<file path="config.mk">
export PLATFORM = sky130hd
export DESIGN_NAME = bitmap_glyph_text_rasterizer_flat
export DESIGN_NICKNAME = d
export VERILOG_FILES = /design/src/sv/bgr_pkg.sv /design/src/sv/bgr_if.sv /design/src/sv/bgr_front.sv /design/src/sv/bgr_queue.sv /design/src/sv/bgr_back.sv /design/src/sv/bitmap_glyph_text_rasterizer.sv /design/src/flat_wrapper.sv
export SDC_FILE = /design/constraint.sdc
export NUM_CORES = 1
export LEC_CHECK = 0
export BUFFER_PORTS_ARGS = -buffer_cell sky130_fd_sc_hd__buf_2
export CORE_ASPECT_RATIO = 1.4
export CORE_MARGIN = 2
export CORE_UTILIZATION = 69
export CTS_CLUSTER_DIAMETER = 30
export DETAILED_ROUTE_END_ITERATION = 16
export PLACE_DENSITY = 0.87
export SLEW_MARGIN = 10
export SYNTH_ARGS = -nofsm -noshare
export SYNTH_HDL_FRONTEND = slang
export SYNTH_HIERARCHICAL = 1
export SYNTH_SLANG_ARGS = --single-unit
</file>
<file path="constraint.sdc">
create_clock -name clk -period 13.3 [get_ports clk]
set_input_delay 1.995 -clock clk [delete_from_list [all_inputs] [get_ports clk]]
set_output_delay 1.995 -clock clk [all_outputs]
set_load 0.05 [all_outputs]
</file>
<file path="src/sv/bgr_pkg.sv">
package bgr_pkg;

    // Fixed field widths
    localparam int MAX_GLYPH_WIDTH = 16;
    localparam int ADDRESS_BITS    = 24;
    localparam int ROW_W           = MAX_GLYPH_WIDTH;
    localparam int ROWNUM_W        = 6;
    localparam int OFFSET_W        = 16;
    localparam int ORIGIN_W        = 12;
    localparam int GWIDTH_W        = 5;
    localparam int GHEIGHT_W       = 7;
    localparam int STRIDE_W        = 13;
    localparam int COLOR_W         = 16;
    localparam int PIX_ADDR_W      = 24;
    localparam int CFG_DATA_W      = 13;
    localparam int CFG_IDX_W       = 3;
    localparam int COL_IDX_W       = $clog2(MAX_GLYPH_WIDTH);

    // Line index: origin_y + line_offset + row_number
    localparam int LINE_W     = 17;
    // Column base: origin_x + column_offset
    localparam int XBASE_W    = 17;
    // Line times stride
    localparam int PROD_W     = LINE_W + STRIDE_W;
    // Full address before truncation
    localparam int FULL_ADDR_W = PROD_W + 1;

    typedef enum logic [CFG_IDX_W-1:0] {
        REG_ORIGIN_X     = 3'd0,
        REG_ORIGIN_Y     = 3'd1,
        REG_GLYPH_WIDTH  = 3'd2,
        REG_GLYPH_HEIGHT = 3'd3,
        REG_SCREEN_WIDTH = 3'd4,
        REG_COLOR_RED    = 3'd5,
        REG_COLOR_GREEN  = 3'd6,
        REG_COLOR_BLUE   = 3'd7
    } cfg_index_t;

    typedef struct packed {
        logic [ORIGIN_W-1:0]  origin_x;
        logic [ORIGIN_W-1:0]  origin_y;
        logic [GWIDTH_W-1:0]  glyph_width;
        logic [GHEIGHT_W-1:0] glyph_height;
        logic [STRIDE_W-1:0]  screen_width;
        logic [COLOR_W-1:0]   color;
    } cfg_t;

    // One glyph row ready for scanning; leftmost pixel sits in the top bit
    typedef struct packed {
        logic [ROW_W-1:0]   bits;
        logic [LINE_W-1:0]  line;
        logic [XBASE_W-1:0] xbase;
    } row_job_t;

    // Cursor advance after a glyph: w - w/5 for w up to 16
    function automatic logic [GWIDTH_W-1:0] glyph_advance(input logic [GWIDTH_W-1:0] w);
        logic [GWIDTH_W-1:0] q;
        begin
            case (w)
                5'd0, 5'd1, 5'd2, 5'd3, 5'd4:       q = 5'd0;
                5'd5, 5'd6, 5'd7, 5'd8, 5'd9:       q = 5'd1;
                5'd10, 5'd11, 5'd12, 5'd13, 5'd14:  q = 5'd2;
                default:                            q = 5'd3;
            endcase
            glyph_advance = w - q;
        end
    endfunction

    // Column of the leftmost set bit (top bit is column zero)
    function automatic logic [COL_IDX_W-1:0] first_column(input logic [ROW_W-1:0] bits);
        logic [COL_IDX_W-1:0] idx;
        begin
            idx = '0;
            for (int k = 0; k < ROW_W; k++)
            begin
                if (bits[k])
                begin
                    idx = COL_IDX_W'(ROW_W - 1 - k);
                end
            end
            first_column = idx;
        end
    endfunction

endpackage

</file>
<file path="src/sv/bgr_if.sv">
interface glyph_row_if import bgr_pkg::*; ();
    logic                valid;
    logic                ready;
    logic [ROW_W-1:0]    row_bits;
    logic [ROWNUM_W-1:0] row_number;
    logic                final_row;
    logic                is_newline;
    logic                string_start;

    modport source (output valid, row_bits, row_number, final_row, is_newline,
                    string_start, input ready);
    modport sink (input valid, row_bits, row_number, final_row, is_newline,
                  string_start, output ready);
endinterface

interface pixel_if import bgr_pkg::*; ();
    logic                  valid;
    logic                  ready;
    logic [PIX_ADDR_W-1:0] pixel_address;
    logic [COLOR_W-1:0]    pixel_color;
    logic                  last_pixel;
    logic                  out_of_range;

    modport source (output valid, pixel_address, pixel_color, last_pixel, out_of_range,
                    input ready);
    modport sink (input valid, pixel_address, pixel_color, last_pixel, out_of_range,
                  output ready);
endinterface

</file>
<file path="src/sv/bgr_front.sv">
module bgr_front
    import bgr_pkg::*;
(
    input  logic       clk,
    input  logic       rst_n,
    input  cfg_t       cfg,
    glyph_row_if.sink  glyphs,
    input  logic       job_full,
    output logic       job_push,
    output row_job_t   job
);

    logic [OFFSET_W-1:0] column_offset_reg, column_offset_next;
    logic [OFFSET_W-1:0] line_offset_reg, line_offset_next;
    logic [OFFSET_W-1:0] col_cur, line_cur;
    logic [GWIDTH_W-1:0] eff_w;
    logic [ROW_W:0]      width_mask;
    logic [ROW_W-1:0]    masked_bits;
    logic                accept;

    assign glyphs.ready = !job_full;
    assign accept       = glyphs.valid && glyphs.ready;

    // Saturate the cell width to the widest supported glyph
    assign eff_w = (cfg.glyph_width > GWIDTH_W'(MAX_GLYPH_WIDTH)) ? GWIDTH_W'(MAX_GLYPH_WIDTH)
                                                                  : cfg.glyph_width;

    // Offsets as seen by this word, after a string start
    assign col_cur  = glyphs.string_start ? '0 : column_offset_reg;
    assign line_cur = glyphs.string_start ? '0 : line_offset_reg;

    // Keep the used bits and left-align them
    assign width_mask  = (ROW_W+1)'(1) << eff_w;
    assign masked_bits = glyphs.row_bits & ROW_W'(width_mask - (ROW_W+1)'(1));

    always_comb
    begin
        job.bits  = ROW_W'(masked_bits << (GWIDTH_W'(ROW_W) - eff_w));
        job.line  = LINE_W'(cfg.origin_y) + LINE_W'(line_cur) + LINE_W'(glyphs.row_number);
        job.xbase = XBASE_W'(cfg.origin_x) + XBASE_W'(col_cur);
    end

    // Drop newlines and empty rows; only rows with pixels go to the queue
    assign job_push = accept && !glyphs.is_newline && (masked_bits != '0);

    // Advance the cursor
    always_comb
    begin
        column_offset_next = column_offset_reg;
        line_offset_next   = line_offset_reg;
        if (accept)
        begin
            if (glyphs.is_newline)
            begin
                column_offset_next = '0;
                line_offset_next   = line_cur + OFFSET_W'(cfg.glyph_height);
            end
            else
            begin
                line_offset_next = line_cur;
                if (glyphs.final_row)
                begin
                    column_offset_next = col_cur + OFFSET_W'(glyph_advance(eff_w));
                end
                else
                begin
                    column_offset_next = col_cur;
                end
            end
        end
    end

    always_ff @(posedge clk or negedge rst_n)
    begin
        if (!rst_n)
        begin
            column_offset_reg <= '0;
            line_offset_reg   <= '0;
        end
        else
        begin
            column_offset_reg <= column_offset_next;
            line_offset_reg   <= line_offset_next;
        end
    end

endmodule

</file>
<file path="src/sv/bgr_queue.sv">
module bgr_queue
    import bgr_pkg::*;
(
    input  logic     clk,
    input  logic     rst_n,
    input  logic     push,
    input  row_job_t push_data,
    output logic     full,
    input  logic     pop,
    output logic     pop_valid,
    output row_job_t pop_data
);

    localparam int DEPTH = 2;

    row_job_t         entry_reg [DEPTH];
    logic             wr_ptr_reg, wr_ptr_next;
    logic             rd_ptr_reg, rd_ptr_next;
    logic [1:0]       count_reg, count_next;
    logic             do_pop;

    assign full      = (count_reg == 2'(DEPTH));
    assign pop_valid = (count_reg != '0);
    assign pop_data  = entry_reg[rd_ptr_reg];
    assign do_pop    = pop && pop_valid;

    always_comb
    begin
        wr_ptr_next = wr_ptr_reg ^ push;
        rd_ptr_next = rd_ptr_reg ^ do_pop;
        count_next  = count_reg + 2'(push) - 2'(do_pop);
    end

    // Store the entry
    always_ff @(posedge clk)
    begin
        if (push)
        begin
            entry_reg[wr_ptr_reg] <= push_data;
        end
    end

    always_ff @(posedge clk or negedge rst_n)
    begin
        if (!rst_n)
        begin
            wr_ptr_reg <= 1'b0;
            rd_ptr_reg <= 1'b0;
            count_reg  <= '0;
        end
        else
        begin
            wr_ptr_reg <= wr_ptr_next;
            rd_ptr_reg <= rd_ptr_next;
            count_reg  <= count_next;
        end
    end

endmodule

</file>
<file path="src/sv/bgr_back.sv">
module bgr_back
    import bgr_pkg::*;
(
    input  logic      clk,
    input  logic      rst_n,
    input  cfg_t      cfg,
    input  logic      job_valid,
    input  row_job_t  job,
    output logic      job_pop,
    pixel_if.source   pixels
);

    // Multiply stage
    logic                  m_valid_reg;
    logic [PROD_W-1:0]     m_prod_reg;
    logic [XBASE_W-1:0]    m_xbase_reg;
    logic [ROW_W-1:0]      m_bits_reg;

    // Scan stage
    logic                  s_valid_reg, s_valid_next;
    logic [FULL_ADDR_W-1:0] s_base_reg;
    logic [ROW_W-1:0]      s_bits_reg, s_bits_next;

    // Output word
    logic                  o_valid_reg, o_valid_next;
    logic [PIX_ADDR_W-1:0] o_addr_reg;
    logic                  o_last_reg;
    logic                  o_oor_reg;

    logic                  out_free, scan_fire, scan_done, s_free, s_load, m_free;
    logic [COL_IDX_W-1:0]  col;
    logic [ROW_W-1:0]      bits_left;
    logic [FULL_ADDR_W-1:0] full_addr;

    assign out_free  = !o_valid_reg || pixels.ready;
    assign col       = first_column(s_bits_reg);
    assign bits_left = s_bits_reg & ~(ROW_W'(1) << (COL_IDX_W'(ROW_W - 1) - col));
    assign full_addr = s_base_reg + FULL_ADDR_W'(col);

    assign scan_fire = s_valid_reg && out_free;
    assign scan_done = scan_fire && (bits_left == '0);
    assign s_free    = !s_valid_reg || scan_done;
    assign s_load    = m_valid_reg && s_free;
    assign m_free    = !m_valid_reg || s_load;
    assign job_pop   = job_valid && m_free;

    always_comb
    begin
        s_bits_next  = s_bits_reg;
        s_valid_next = s_valid_reg;
        if (s_load)
        begin
            s_bits_next  = m_bits_reg;
            s_valid_next = 1'b1;
        end
        else if (scan_fire)
        begin
            s_bits_next  = bits_left;
            s_valid_next = !scan_done;
        end
        o_valid_next = o_valid_reg;
        if (scan_fire)
        begin
            o_valid_next = 1'b1;
        end
        else if (pixels.ready)
        begin
            o_valid_next = 1'b0;
        end
    end

    // Payload registers
    always_ff @(posedge clk)
    begin
        if (job_pop)
        begin
            m_prod_reg  <= PROD_W'(job.line) * PROD_W'(cfg.screen_width);
            m_xbase_reg <= job.xbase;
            m_bits_reg  <= job.bits;
        end
        if (s_load)
        begin
            s_base_reg <= FULL_ADDR_W'(m_prod_reg) + FULL_ADDR_W'(m_xbase_reg);
        end
        s_bits_reg <= s_bits_next;
        if (scan_fire)
        begin
            o_addr_reg <= full_addr[PIX_ADDR_W-1:0];
            o_oor_reg  <= (full_addr[FULL_ADDR_W-1:ADDRESS_BITS] != '0);
            o_last_reg <= (bits_left == '0);
        end
    end

    // Stage valids
    always_ff @(posedge clk or negedge rst_n)
    begin
        if (!rst_n)
        begin
            m_valid_reg <= 1'b0;
            s_valid_reg <= 1'b0;
            o_valid_reg <= 1'b0;
        end
        else
        begin
            if (m_free)
            begin
                m_valid_reg <= job_valid;
            end
            s_valid_reg <= s_valid_next;
            o_valid_reg <= o_valid_next;
        end
    end

    assign pixels.valid         = o_valid_reg;
    assign pixels.pixel_address = o_addr_reg;
    assign pixels.pixel_color   = cfg.color;
    assign pixels.last_pixel    = o_last_reg;
    assign pixels.out_of_range  = o_oor_reg;

endmodule

</file>
<file path="src/sv/bitmap_glyph_text_rasterizer.sv">
// Path: an accepted glyph row passes the row queue, then the multiply, scan and output
// registers, and its first pixel word is then offered on the pixel interface.
// Throughput: one pixel word per cycle while the receiver is ready; a row yields one word
// per set bit, and newline and empty rows are taken at the input and emit nothing.
// The input side runs ahead of the scan unit by a two-entry row queue.
// Reset: configuration registers take their default values, cursor offsets clear, queue and stages empty.
module bitmap_glyph_text_rasterizer
    import bgr_pkg::*;
(
    input  logic                  clk,
    input  logic                  rst_n,
    input  logic                  wr_en,
    input  logic [CFG_IDX_W-1:0]  wr_index,
    input  logic [CFG_DATA_W-1:0] wr_data,
    glyph_row_if.sink             glyphs,
    pixel_if.source               pixels
);

    logic [ORIGIN_W-1:0]  origin_x_reg;
    logic [ORIGIN_W-1:0]  origin_y_reg;
    logic [GWIDTH_W-1:0]  glyph_width_reg;
    logic [GHEIGHT_W-1:0] glyph_height_reg;
    logic [STRIDE_W-1:0]  screen_width_reg;
    logic [4:0]           color_red_reg;
    logic [5:0]           color_green_reg;
    logic [4:0]           color_blue_reg;

    cfg_t     cfg;
    logic     job_full, job_push, job_pop, job_valid;
    row_job_t job_in, job_out;

    // Register file writes
    always_ff @(posedge clk or negedge rst_n)
    begin
        if (!rst_n)
        begin
            origin_x_reg     <= '0;
            origin_y_reg     <= '0;
            glyph_width_reg  <= 5'd8;
            glyph_height_reg <= 7'd16;
            screen_width_reg <= 13'd640;
            color_red_reg    <= 5'd31;
            color_green_reg  <= 6'd63;
            color_blue_reg   <= 5'd31;
        end
        else if (wr_en)
        begin
            unique case (cfg_index_t'(wr_index))
                REG_ORIGIN_X:     origin_x_reg     <= wr_data[ORIGIN_W-1:0];
                REG_ORIGIN_Y:     origin_y_reg     <= wr_data[ORIGIN_W-1:0];
                REG_GLYPH_WIDTH:  glyph_width_reg  <= wr_data[GWIDTH_W-1:0];
                REG_GLYPH_HEIGHT: glyph_height_reg <= wr_data[GHEIGHT_W-1:0];
                REG_SCREEN_WIDTH: screen_width_reg <= wr_data[STRIDE_W-1:0];
                REG_COLOR_RED:    color_red_reg    <= wr_data[4:0];
                REG_COLOR_GREEN:  color_green_reg  <= wr_data[5:0];
                REG_COLOR_BLUE:   color_blue_reg   <= wr_data[4:0];
                default:          ;
            endcase
        end
    end

    always_comb
    begin
        cfg.origin_x     = origin_x_reg;
        cfg.origin_y     = origin_y_reg;
        cfg.glyph_width  = glyph_width_reg;
        cfg.glyph_height = glyph_height_reg;
        cfg.screen_width = screen_width_reg;
        cfg.color        = {color_red_reg, color_green_reg, color_blue_reg};
    end

    bgr_front u_front (
        .clk      (clk),
        .rst_n    (rst_n),
        .cfg      (cfg),
        .glyphs   (glyphs),
        .job_full (job_full),
        .job_push (job_push),
        .job      (job_in)
    );

    bgr_queue u_queue (
        .clk       (clk),
        .rst_n     (rst_n),
        .push      (job_push),
        .push_data (job_in),
        .full      (job_full),
        .pop       (job_pop),
        .pop_valid (job_valid),
        .pop_data  (job_out)
    );

    bgr_back u_back (
        .clk       (clk),
        .rst_n     (rst_n),
        .cfg       (cfg),
        .job_valid (job_valid),
        .job       (job_out),
        .job_pop   (job_pop),
        .pixels    (pixels)
    );

endmodule

</file>
<file path="src/flat_wrapper.sv">
// flat-port wrapper written by rule: the top's interface ports become plain ports
module bitmap_glyph_text_rasterizer_flat import bgr_pkg::*;
  (clk, rst_n, wr_en, wr_index, wr_data, glyphs_valid, glyphs_row_bits, glyphs_row_number, glyphs_final_row, glyphs_is_newline, glyphs_string_start, glyphs_ready, pixels_valid, pixels_pixel_address, pixels_pixel_color, pixels_last_pixel, pixels_out_of_range, pixels_ready);
  glyph_row_if glyphs_i ();
  pixel_if pixels_i ();
  input  logic clk;
  input  logic rst_n;
  input  logic wr_en;
  input  logic [CFG_IDX_W-1:0] wr_index;
  input  logic [CFG_DATA_W-1:0] wr_data;
  input wire logic [$bits(glyphs_i.valid)-1:0] glyphs_valid;
  input wire logic [$bits(glyphs_i.row_bits)-1:0] glyphs_row_bits;
  input wire logic [$bits(glyphs_i.row_number)-1:0] glyphs_row_number;
  input wire logic [$bits(glyphs_i.final_row)-1:0] glyphs_final_row;
  input wire logic [$bits(glyphs_i.is_newline)-1:0] glyphs_is_newline;
  input wire logic [$bits(glyphs_i.string_start)-1:0] glyphs_string_start;
  output wire logic [$bits(glyphs_i.ready)-1:0] glyphs_ready;
  output wire logic [$bits(pixels_i.valid)-1:0] pixels_valid;
  output wire logic [$bits(pixels_i.pixel_address)-1:0] pixels_pixel_address;
  output wire logic [$bits(pixels_i.pixel_color)-1:0] pixels_pixel_color;
  output wire logic [$bits(pixels_i.last_pixel)-1:0] pixels_last_pixel;
  output wire logic [$bits(pixels_i.out_of_range)-1:0] pixels_out_of_range;
  input wire logic [$bits(pixels_i.ready)-1:0] pixels_ready;
  assign glyphs_i.valid = glyphs_valid;
  assign glyphs_i.row_bits = glyphs_row_bits;
  assign glyphs_i.row_number = glyphs_row_number;
  assign glyphs_i.final_row = glyphs_final_row;
  assign glyphs_i.is_newline = glyphs_is_newline;
  assign glyphs_i.string_start = glyphs_string_start;
  assign glyphs_ready = glyphs_i.ready;
  assign pixels_valid = pixels_i.valid;
  assign pixels_pixel_address = pixels_i.pixel_address;
  assign pixels_pixel_color = pixels_i.pixel_color;
  assign pixels_last_pixel = pixels_i.last_pixel;
  assign pixels_out_of_range = pixels_i.out_of_range;
  assign pixels_i.ready = pixels_ready;
  bitmap_glyph_text_rasterizer u_core (.clk(clk), .rst_n(rst_n), .wr_en(wr_en), .wr_index(wr_index), .wr_data(wr_data), .glyphs(glyphs_i), .pixels(pixels_i));
endmodule
</file>
Word-level counts from Yosys, hierarchy flattened
Memory sizes are Yosys's and may differ from the RTL's.
Cells that the tools add are included.

operators by class
  $add $sub $neg = 13
  multiply operators = 1
  order comparisons = 1
  eq/ne operators = 8
  shift-type cells = 3
  multiplexer cells = 34
  bitwise logic cells = 5
  reductions and logical operators = 32

operators by type and width
  kind                   count
  $mux 16                7
  $mux 4                 16
  $add 12x16->17         2
  $and 16x16->16         2
  $add 30x17->31         1
  $add 31x4->31          1
  $mul 17x13->30         1
  $mux 5                 5
  $add 17x6->17          1
  $add 16x5->16          1
  $add 16x7->16          1
  $logic_not 16->1       1
  $not 16->16            1
  $reduce_and 2->1       8
  $reduce_bool 16->1     1
  $shl 1x4->16 const A   1
  $shl 1x5->16 const A   1
  $shl 16x5->16          1
  $sub 16x1->16 const B  1
  $eq 3x3->1 const B     4
  $logic_and 1x1->1      8
  $reduce_bool 7->1      1
  $eq 3x2->1 const B     2
  $logic_not 1->1        6
  other kinds (13)       23

word-level totals
  bits in registers = 240
  bits in writable memories = 100
  memory bits (read-only) = 32
  bits of input ports = 46
  output and inout bits = 44
  word-level logic and storage cells = 123
  memories kept = 2

memories
  name                      depth  width  rd ports  clocked after memory_dff  wr ports  line             RTL
  u_core.u_queue.entry_reg  2      50     1         0                         1         bgr_queue.sv:16  row_job_t entry_reg [DEPTH];
  (no name shown)           16     2      1         0                         0         bgr_pkg.sv:59    case (w)

Longest topological paths before layout
Gate-level depths: netlist (run 1).

  word-level depth = 28
  gate-level depth with buffers = 24

Cells and area by module
The synthesis (run 1) kept the hierarchy.

modules (own cells, without submodules)
  module                        times used  cells an instance  area each (um^2)  sequential area each (um^2)
  bgr_back                      1           1406               14106.0           4159.0
  bgr_front                     1           675                5178.7            800.8
  bgr_queue                     1           174                4072.7            3103.0
  bitmap_glyph_text_rasterizer  1           144                2605.0            1651.6

Least setup slack after synthesis (run 1)
OpenSTA, ideal clock, no wires.

  kind = input port to flip-flop
  start = in pixels_ready
  end = reg u_core.u_queue.count_reg[1]
  setup time = 80 ps
  data arrival time = 6593 ps
  required time = 13220 ps
  setup slack = 6627 ps
  cell stages on the path = 10
  cells stage by stage = nand2b_1 -> clkbuf_1 -> a31oi_2 -> a21boi_1 -> o21a_1 -> ha_1 -> inv_1 -> ha_1 -> xnor2_1 -> xnor2_1

on the way
  word-level cells in the longest chain between the ends = 9

RTL lines
  what                              line                                RTL
  start: declaration                flat_wrapper.sv:23                  input wire logic [$bits(pixels_i.ready)-1:0] pixels_ready;
  $logic_or 1x1->1                  bgr_back.sv:35                      assign out_free = !o_valid_reg || pixels.ready;
  $logic_and 1x1->1                 bgr_back.sv:40                      assign scan_fire = s_valid_reg && out_free;
  $logic_and 1x1->1                 bgr_back.sv:41                      assign scan_done = scan_fire && (bits_left == '0);
  $logic_or 1x1->1                  bgr_back.sv:42                      assign s_free = !s_valid_reg || scan_done;
  $logic_and 1x1->1                 bgr_back.sv:43                      assign s_load = m_valid_reg && s_free;
  $logic_or 1x1->1                  bgr_back.sv:44                      assign m_free = !m_valid_reg || s_load;
  $logic_and 1x1->1                 bgr_back.sv:45                      assign job_pop = job_valid && m_free;
  via u_core.job_pop                bitmap_glyph_text_rasterizer.sv:29  logic job_full, job_push, job_pop, job_valid;
  $logic_and 1x1->1                 bgr_queue.sv:25                     assign do_pop = pop && pop_valid;
  $sub 2x1->2                       bgr_queue.sv:31                     count_next = count_reg + 2'(push) - 2'(do_pop);
  via u_core.u_queue.count_next[1]  bgr_queue.sv:19                     logic [1:0] count_reg, count_next;
  end signal: assignment            bgr_queue.sv:55                     count_reg <= count_next;
  end: declaration                  bgr_queue.sv:19

The timed path passes the listed nets, and every way through them passes these cells.
A chain may end at the register's enable or synchronous reset.

==> results.md, run 1 <==
| Item | Reported |
| --- | --- |
| Post-synthesis to final-layout area growth | 8.409% |
| Total wire length | 60050 um |
| Final period util | 53.91% |
| Highest-count cells in the layout ignoring fill and taps | inv_1 (266), edfxtp_1 (236), nand2_1 (234), fa_1 (177), ha_1 (147) |
| Number of setup buffers added after CTS | 0 |
| Setup slack of the most critical reg-to-reg path | 6130 ps |
| Detailed Route Iter0 Violations | 1516 |
| Leading register cell type out of synthesis | edfxtp_1 |
| Detailed-route DRC error count | 0 |
| Count of warnings emitted by yosys | 6 |
| Placed Cells | 2861 |
| Syn_nets | 2771 |
| CTS Root Cell | clkbuf_16 |
| Async SR Flop Fraction | 30.59% |
| Ordered list of cells on the worst path | buf_4 > mux2_4 > and2_1 > fa_1 > inv_1 > fa_1 > inv_1 > fa_1 > inv_1 > fa_1 > fa_1 > inv_1 > ha_1 > nand2_1 > o21ai_0 > o31ai_1 > a311oi_1 > o31ai_1 > o21ai_0 > a21oi_1 > xnor2_1 |
| Total number of placement rows | 84 |
| Area of the core region | 37310 sq um |
| Number of standard cells in the layout, taps in and fillers out | 2951 |
| CP peak stage delay | 720 ps |
| Capture point of the worst reg-to-reg path | u_core/u_back/m_prod_reg[28]$_DFFE_PP_ |
| Width of the die | 167.9 um |
| Netlist area before placement | 25960 sq um |
| Type of element capturing the critical path | register |
| Sum of negative setup slack | 0 ps |
| Cell at the slowest stage of the critical path | buf_4 |
| Worst-skew pair later-pin latency | 580 ps |
| Final Hold Violating Endpoints | 0 |
| Via count of the first global-routing pass | 18.99k |
| Share of the yosys chip area belonging to registers | 37.42% |
| Worst Hold Class | register to register |
| Critical path class | register to register |
| Pre-antenna DRT Iters | 6 |
| Clock edge transition at the registers on the reported setup and hold paths | 60 ps |
| Routability congestion estimate from global placement | 0.9001 |
| Chip Height | 233.5 um |
| First-pass GRT wire length | 95520 um |
| Max-slew violations | 0 |
| Top-Level Pins | 90 |
| Die ar. | 39220 sq um |
| Hold_buf cts | 0 |
| Depth of the worst register-to-register path | 21 |
| H-tree levels | 2 |
| Via-per-instance ratio | 6.250 |
| Hold EP | u_core/u_front/line_offset_reg[6]$_DFFE_PN0P_ |
| Share of post-route cells with drive strength above 1 | 15.33% |
| Largest clock skew in the final design | 28.77 ps |
| Count of different cell masters after synthesis | 107 |
| TritonCTS buffer count | 48 |
| Initial antenna violation count | 0 |
| Worst hold path cell count | 2 |
| Post-synth top area share | 27.30% |
| Post-cts sizing count | 0 |
| Clock tree from TritonCTS | done |
| Maximum count of clock buffers along a single path | 3 |
| Area contributors post-synth | edfxtp_1 (27%), fa_1 (14%), dfrtp_1 (8.1%) |
| Crit Path Max Fanout | 51 |
| Cell occurring most often along the worst timing path | fa_1 |
| Net count reported at finish | 2810 |
| Synthesized flop and latch total | 340 |
| Count of nets left with antenna violations after detail routing | 0 |
| Clock tree sinks | 340 |
| RSZ-0062 raised after global routing | no |
| Beginning of the worst hold path | u_core/u_front/line_offset_reg[6]$_DFFE_PN0P_ |
| Final period demand of the worst path | 7170 ps |
| Result of the run | completed |
| Leading cell type in the layout, fill and taps excluded | inv_1 |
| Initial standard-cell utilization of the core | 69.58% |
| Startpoint class of the critical path | register |
| Arr. time, crit path | 7490 ps |
| DPL Wire Length | 43880 um |
| Relative slew slack | 30.59% |
| Final setup fails | 0 |
| Average wire per standard cell | 20.35 um |
| Number of port buffers | 89 |
| GRT Total Usage | 30.75% |
| Cell count after synthesis | 2399 |
| Max-cap check violation count | 0 |
| Antenna diode instance count | 0 |
| Total grt overflow | 0 |
| Required @ worst endpoint | 13630 ps |
| Startpoint of the most critical register-to-register path | u_core/u_queue/rd_ptr_reg$_DFF_PN0_ |
| Total via count in the routed design | 18.44k |
| Syn_area_per_cell | 10.82 sq um |
| Flip-flop count of the largest register after layout | 100 |
| Maximum number of pins on one net before global-route repair | 85 |
| Number of synthesized flops with an enable pin | 236 |
| Slew @ Worst Pin | 1041 ps |
| Cell accounting for the most synthesized area | edfxtp_1 |
| Achievable frequency | 139.5 MHz |
[critical path: cells and delay by family (launching register included)]
family / cells / cell delay [ps]
AOI/OAI and AO/OA: 6 / 1890
DFF: 1 / 350
buffers and inverters: 5 / 930
adders and majority gates: 6 / 2940
muxes: 1 / 430
and+or+nand+nor: 2 / 280
xor gates and xnor gates: 1 / 80
[how the worst max path moves through the flow]
stage	startpoint	endpoint	slack (ps)	cells after the start
floorplan	pixels_ready	u_core/u_queue/count_reg[1]$_DFF_PN0_	6630	10
global placement	u_core/u_queue/rd_ptr_reg$_DFF_PN0_	u_core/u_back/m_prod_reg[28]$_DFFE_PP_	6300	21
detailed placement	u_core/u_queue/rd_ptr_reg$_DFF_PN0_	u_core/u_back/m_prod_reg[28]$_DFFE_PP_	6180	21
CTS	u_core/u_queue/rd_ptr_reg$_DFF_PN0_	u_core/u_back/m_prod_reg[28]$_DFFE_PP_	6150	21
global route	u_core/u_queue/rd_ptr_reg$_DFF_PN0_	u_core/u_back/m_prod_reg[29]$_DFFE_PP_	5860	21
finish	u_core/u_queue/rd_ptr_reg$_DFF_PN0_	u_core/u_back/m_prod_reg[28]$_DFFE_PP_	6130	21
[cells in the mapped netlist (all sizes together), types with 37 or more instances]
cell type / count
nor3: 37
o21ai: 83
a21oi: 105
mux2: 123
nor2: 102
clkbuf: 70
nor2b: 42
nand2: 235
inv: 267
dfrtp: 84
nand3: 49
edfxtp: 236
xnor2: 84
buf: 40
fa: 177
ha: 149
and2: 98
[layer usage]
layer  GRT usage [%]  up-vias  routed length [um]
met5               0        -                   0
met4           14.86        0                2917
met1           34.55     9063               21900
met3           4.168      204                3455
li1                -     8366                   -
met2           57.40      810               31770
[cell families (layout without fill, tap and decap cells)]
family | after synthesis | after routing | share of synthesized area (%)
simple gates | 692 | 692 | 13.72
mux | 137 | 137 | 6.790
buf+inv | 377 | 456 | 6.318
fa+ha+maj | 328 | 328 | 20.91
flops | 340 | 340 | 37.42
compound gates | 405 | 405 | 10.80
xor+xnor | 120 | 120 | 4.048
[cell type report]
type                    count  area (sq um)
inverters                 267          1002
repair buffers             99         523.0
clock buffers              51          1234
clock inverters            39         450.4
flip-flops and latches    340          9716
fillers                  2308          9165
well taps                 473         591.8
multi-input cells        1682         14630
[per-stage QoR]
step | instance area [sq um] | util, % | worst slack, ps | hold slack (ps)
CTS | 28150 | 75.44 | 6153 | 480.2
floorplan | 25960 | - | 6627 | 440.7
global placement | 26460 | 70.92 | 6298 | 453.5
finish | 28150 | 75.44 | 6130 | 478.3
global route | 28150 | 75.44 | 5861 | 516.6
detailed placement | 26460 | 70.92 | 6182 | 466.9
Power of run 1 is not shown: default switching activity piles up to over one toggle a cycle in this logic, so the estimate is an artifact.
==> inputs of run 2 (changes only) <==
--- a/config.mk
+++ b/config.mk
@@ -8,10 +8,10 @@
 export BUFFER_PORTS_ARGS = -buffer_cell sky130_fd_sc_hd__buf_2
 export CORE_ASPECT_RATIO = 1.4
 export CORE_MARGIN = 2
-export CORE_UTILIZATION = 69
+export CORE_UTILIZATION = 58
 export CTS_CLUSTER_DIAMETER = 30
 export DETAILED_ROUTE_END_ITERATION = 16
-export PLACE_DENSITY = 0.87
+export PLACE_DENSITY = 0.78
 export SLEW_MARGIN = 10
 export SYNTH_ARGS = -nofsm -noshare
 export SYNTH_HDL_FRONTEND = slang
==> constraint.sdc (replaced) <==
create_clock -name clk -period 6.41 [get_ports clk]
set_input_delay 0.9615 -clock clk [delete_from_list [all_inputs] [get_ports clk]]
set_output_delay 0.9615 -clock clk [all_outputs]
set_load 0.05 [all_outputs]
==> results.md, run 2 (synthesis gave the netlist of run 1 again) <==
| Item | Reported |
| --- | --- |
| Share of post-route cells with drive strength above 1 | 16.73% |
| Routability congestion estimate from global placement | 0.9214 |
| Die ar. | 46500 sq um |
| Number of inserted filler cells in the final layout | 3300 |
| Detailed Route Iter0 Violations | 1281 |
| Startpoint class of the critical path | register |
| Number of port buffers | 89 |
| Largest clock skew in the final design | 37.49 ps |
| CTS Root Cell | clkbuf_16 |
| Number of buffer and inverter stages on the critical path | 3 |
| H-tree levels | 2 |
| FF+latch area | 9718 sq um |
| Top-Level Pins | 90 |
| Final Hold Violating Endpoints | 0 |
| Total via count in the routed design | 18.15k |
| Antenna diode instance count | 0 |
| Leading cell type in the layout, fill and taps excluded | inv_1 |
| Clock edge transition at the registers on the reported setup and hold paths | 50 ps |
| Max-cap check violation count | 0 |
| Average wire per standard cell | 19.32 um |
| Total number of placement rows | 91 |
| Achievable frequency | 160.0 MHz |
| Depth of the worst register-to-register path | 19 |
| Initial antenna violation count | 0 |
| Required @ worst endpoint | 6730 ps |
| Critical path class | register to register |
| Chip Height | 254.3 um |
| Relative slew slack | 30.05% |
| Clock tree from TritonCTS | done |
| Ordered list of cells on the worst path | buf_4 > mux2_4 > and2_1 > fa_1 > fa_1 > fa_1 > fa_1 > inv_1 > fa_1 > inv_1 > ha_1 > a21o_1 > a211o_1 > nand3b_1 > a311oi_2 > o31ai_2 > o21ai_0 > a21oi_1 > xnor2_1 |
| Via-per-instance ratio | 5.893 |
| Area of the multi-input gates | 14680 sq um |
| Setup slack of the most critical reg-to-reg path | 160 ps |
| Number of standard cells in the layout, taps in and fillers out | 3080 |
| Clock tree sinks | 340 |
| Width of the die | 182.8 um |
| Post-synthesis to final-layout area growth | 11.13% |
| Max-slew violations | 0 |
| CP peak stage delay | 550 ps |
| Final period util | 97.47% |
| DPL Wire Length | 44540 um |
| Cell occurring most often along the worst timing path | fa_1 |
| Final setup fails | 0 |
| Via count of the first global-routing pass | 19.15k |
| Dominant delay contributor by cell family on the critical path | adder cells |
| Cell at the slowest stage of the critical path | dfrtp_4 |
| Hold_buf cts | 0 |
| Slew @ Worst Pin | 1041 ps |
| Maximum count of clock buffers along a single path | 3 |
| Initial standard-cell utilization of the core | 58.77% |
| GRT Total Usage | 25.95% |
| Count of nets left with antenna violations after detail routing | 0 |
| Result of the run | completed |
| Arr. time, crit path | 6570 ps |
| Highest-count cells in the layout ignoring fill and taps | inv_1 (266), edfxtp_1 (236), nand2_1 (234), fa_1 (177), ha_1 (147) |
| Number of cells on the critical path | 19 |
| Worst-skew pair later-pin latency | 600 ps |
| Flip-flop count of the largest register after layout | 100 |
| Crit Path Max Fanout | 9 |
| Placed Cells | 2969 |
| Area of the core region | 44180 sq um |
| Net count reported at finish | 2845 |
| First-pass GRT wire length | 96050 um |
| Worst Hold Class | input pin to async pin |
| Maximum number of pins on one net before global-route repair | 70 |
| TritonCTS buffer count | 58 |
| Type of element capturing the critical path | register |
| Pre-antenna DRT Iters | 7 |
| Final period demand of the worst path | 6248 ps |
| Total grt overflow | 0 |
| Total wire length | 59500 um |
| Detailed-route DRC error count | 0 |
==> run 2: cell types whose count changed in the layout (fill, tap and decap cells not counted), sizes merged, moves of 3 or more <==
cell and delta:
clkinv +4, buf +24, bufinv +3, clkbuf +17, inv -6
==> run 2: metrics by stage <==
| step | hold WS, ps | area (sq um) | TNS, ps | setup slack (ps) | utilization (%) |
|---|---|---|---|---|---|
| 2_1_floorplan | 440.7 | 25970 | 0 | 374.7 | - |
| 3_3_place_gp | 457.4 | 26740 | 0 | 207.7 | 60.53 |
| 3_5_place_dp | 466.6 | 26740 | 0 | 69.35 | 60.53 |
| 4_1_cts | 314.9 | 28790 | 0 | 17.30 | 65.17 |
| 5_1_grt | 344.3 | 28850 | -82.77 | -56.73 | 65.31 |
| 6_report | 324.4 | 28850 | 0 | 161.9 | 65.31 |
==> run 2: layer usage <==
metal | track usage (%) | vias to the layer above | wire (um)
met5 | 0 | - | 0
met4 | 9.829 | 0 | 1988
met3 | 3.513 | 139 | 2963
met2 | 48.23 | 600 | 31600
met1 | 30.48 | 8952 | 22940
li1 | - | 8459 | -
==> run 2: path summary, 6_finish.rpt <==
| check | end | from |
|---|---|---|
| min in group clk | u_core/u_front/line_offset_reg[4]$_DFFE_PN0P_ | u_core/u_front/line_offset_reg[4]$_DFFE_PN0P_ |
| worst max-delay path | u_core/u_back/m_prod_reg[28]$_DFFE_PP_ | u_core/u_queue/rd_ptr_reg$_DFF_PN0_ |
| max in group asynchronous | u_core/origin_x_reg[11]$_DFFE_PN0P_ | rst_n |
| worst min-delay path | u_core/glyph_height_reg[6]$_DFFE_PN0P_ | rst_n |
| worst max register to register | u_core/u_back/m_prod_reg[28]$_DFFE_PP_ | u_core/u_queue/rd_ptr_reg$_DFF_PN0_ |
| worst min register to register | u_core/u_front/line_offset_reg[4]$_DFFE_PN0P_ | u_core/u_front/line_offset_reg[4]$_DFFE_PN0P_ |
==> run 2: final cells by class <==
class                      instances  share of cell area, %
multi-input combinational       1683                  50.88
sequential                       340                  33.68
clock buffer                      68                  5.343
inverter                         267                  3.474
timing repair buffer             123                  2.437
tap                              558                  2.420
clock inverter                    41                  1.765
==> run 2: what timing repair did <==
| item | in CTS | in global routing |
|---|---|---|
| setup endpoints to repair | 0 | 4 |
| gates resized for setup | 0 | 8 |
| buffers inserted | 0 | 1 |
Power of run 2 is left out for the same reason.
==> inputs of run 3 (changes only) <==
--- a/config.mk
+++ b/config.mk
@@ -5,13 +5,14 @@
 export SDC_FILE = /design/constraint.sdc
 export NUM_CORES = 1
 export LEC_CHECK = 0
+export ABC_AREA = 0
 export BUFFER_PORTS_ARGS = -buffer_cell sky130_fd_sc_hd__buf_2
 export CORE_ASPECT_RATIO = 1.4
 export CORE_MARGIN = 2
-export CORE_UTILIZATION = 58
+export CORE_UTILIZATION = 64
 export CTS_CLUSTER_DIAMETER = 30
 export DETAILED_ROUTE_END_ITERATION = 16
-export PLACE_DENSITY = 0.78
+export PLACE_DENSITY = 0.82
 export SLEW_MARGIN = 10
 export SYNTH_ARGS = -nofsm -noshare
 export SYNTH_HDL_FRONTEND = slang
==> constraint.sdc (replaced) <==
create_clock -name clk -period 6.9 [get_ports clk]
set_input_delay 1.035 -clock clk [delete_from_list [all_inputs] [get_ports clk]]
set_output_delay 1.035 -clock clk [all_outputs]
set_load 0.05 [all_outputs]
==> results.md, run 3 (synthesis gave the netlist of run 1 again) <==
| Item | Reported |
| --- | --- |
| Maximum count of clock buffers along a single path | 3 |
| Number of inserted filler cells in the final layout | 2778 |
| Largest clock skew in the final design | 29.83 ps |
| Width of the die | 174.2 um |
| Result of the run | completed |
| Flip-flop count of the largest register after layout | 100 |
| Initial antenna violation count | 1 |
| Number of port buffers | 89 |
| Total number of placement rows | 87 |
| Arr. time, crit path | 6800 ps |
| GRT Total Usage | 27.47% |
| Average wire per standard cell | 19.20 um |
| Sum of negative setup slack | 0 ps |
| Max-cap check violation count | 0 |
| Number of standard cells in the layout, taps in and fillers out | 3016 |
| Placed Cells | 2923 |
| Hold_buf cts | 0 |
| First-pass GRT wire length | 93920 um |
| Chip Height | 242.3 um |
| TritonCTS buffer count | 50 |
| Worst Hold Class | input pin to async pin |
| Pre-antenna DRT Iters | 8 |
| Worst-skew pair later-pin latency | 580 ps |
| Detailed Route Iter0 Violations | 1292 |
| Initial standard-cell utilization of the core | 64.64% |
| Worst slack at placement | 486.8 ps |
| Clock edge transition at the registers on the reported setup and hold paths | 60 ps |
| Clock tree sinks | 340 |
| CTS Root Cell | clkbuf_16 |
| Highest-count cells in the layout ignoring fill and taps | inv_1 (266), edfxtp_1 (236), nand2_1 (234), fa_1 (177), ha_1 (147) |
| Clock tree from TritonCTS | done |
| Detailed-route DRC error count | 0 |
| Antenna diode instance count | 0 |
| Total via count in the routed design | 18.25k |
| Count of nets left with antenna violations after detail routing | 0 |
| Achievable frequency | 154.2 MHz |
| Maximum number of pins on one net before global-route repair | 72 |
| Via-per-instance ratio | 6.051 |
| Number of setup buffers added after CTS | 0 |
| PnR worst setup slack | 413.6 ps |
| Relative slew slack | 32.12% |
| Final period util | 94.01% |
| Type of element capturing the critical path | register |
| Max-slew violations | 0 |
| Die ar. | 42220 sq um |
| Post-synthesis to final-layout area growth | 8.911% |
| Critical path class | register to register |
| Total wire length | 57920 um |
| Area of the core region | 40170 sq um |
| Final Hold Violating Endpoints | 0 |
| Required @ worst endpoint | 7220 ps |
| Routability congestion estimate from global placement | 0.9323 |
| Net count reported at finish | 2813 |
| Slew @ Worst Pin | 1018 ps |
| Post-cts sizing count | 0 |
| Crit Path Max Fanout | 13 |
| Final setup fails | 0 |
| H-tree levels | 2 |
| Leading cell type in the layout, fill and taps excluded | inv_1 |
| Via count of the first global-routing pass | 19.07k |
| Top-Level Pins | 90 |
| Final period demand of the worst path | 6486 ps |
| RSZ-0062 raised after global routing | no |
| Total grt overflow | 0 |
| Startpoint class of the critical path | register |
| Share of post-route cells with drive strength above 1 | 15.35% |
| DPL Wire Length | 43230 um |
run 3: area by class of cell:
| class | count | area, sq um | area share (%) |
|---|---|---|---|
| clock buffer | 57 | 1340 | 4.739 |
| inverter | 267 | 1002 | 3.544 |
| clock inverter | 36 | 377.9 | 1.336 |
| timing repair buffer | 100 | 543.0 | 1.920 |
| tap | 534 | 668.1 | 2.363 |
| sequential | 340 | 9716 | 34.36 |
| multi-input combinational | 1682 | 14630 | 51.74 |
run 3: worst max-delay path, stage by stage (launching register included):
cell	delay, ps
dfrtp_2	530
buf_4	280
mux2_4	400
and2_1	180
fa_1	490
inv_1	60
fa_1	530
inv_1	50
fa_1	480
fa_1	490
inv_1	50
fa_1	530
inv_1	40
ha_1	340
o21ai_0	390
a211oi_1	140
o31ai_1	180
a311oi_1	200
o31ai_1	490
o21bai_1	120
a21oi_1	200
xnor2_1	80
run 3: final timing paths:
check / from / endpoint / slack, ps / cells past startpoint
max: u_core/u_queue/rd_ptr_reg$_DFF_PN0_ / u_core/u_back/m_prod_reg[26]$_DFFE_PP_ / 410 / 21
min: rst_n / u_core/glyph_height_reg[3]$_DFFE_PN0P_ / 400 / 1
max reg2reg: u_core/u_queue/rd_ptr_reg$_DFF_PN0_ / u_core/u_back/m_prod_reg[26]$_DFFE_PP_ / 410 / 21
min reg2reg: u_core/u_front/line_offset_reg[4]$_DFFE_PN0P_ / u_core/u_front/line_offset_reg[4]$_DFFE_PN0P_ / 480 / 2
max in group asynchronous: rst_n / u_core/u_queue/rd_ptr_reg$_DFF_PN0_ / 5180 / 2
min in group clk: u_core/u_front/line_offset_reg[4]$_DFFE_PN0P_ / u_core/u_front/line_offset_reg[4]$_DFFE_PN0P_ / 480 / 2
run 3: routing by layer:
layer	track usage, %	share of wire [%]	vias up
met5	0	0.019	-
met4	12.85	4.3	2
met3	4.269	5.5	184
met2	50.43	53	749
met1	31.11	38	8928
li1	-	-	8387
run 3: stage by stage:
step                utilization (%)  hold WS (ps)  instance area [sq um]
floorplan                         -         440.7                  25960
global placement              66.12         453.0                  26560
detailed placement            66.12         461.4                  26560
CTS                           70.40         396.1                  28280
global route                  70.40         427.5                  28280
finish                        70.40         399.9                  28280
Power of run 3 is left out for the same reason.
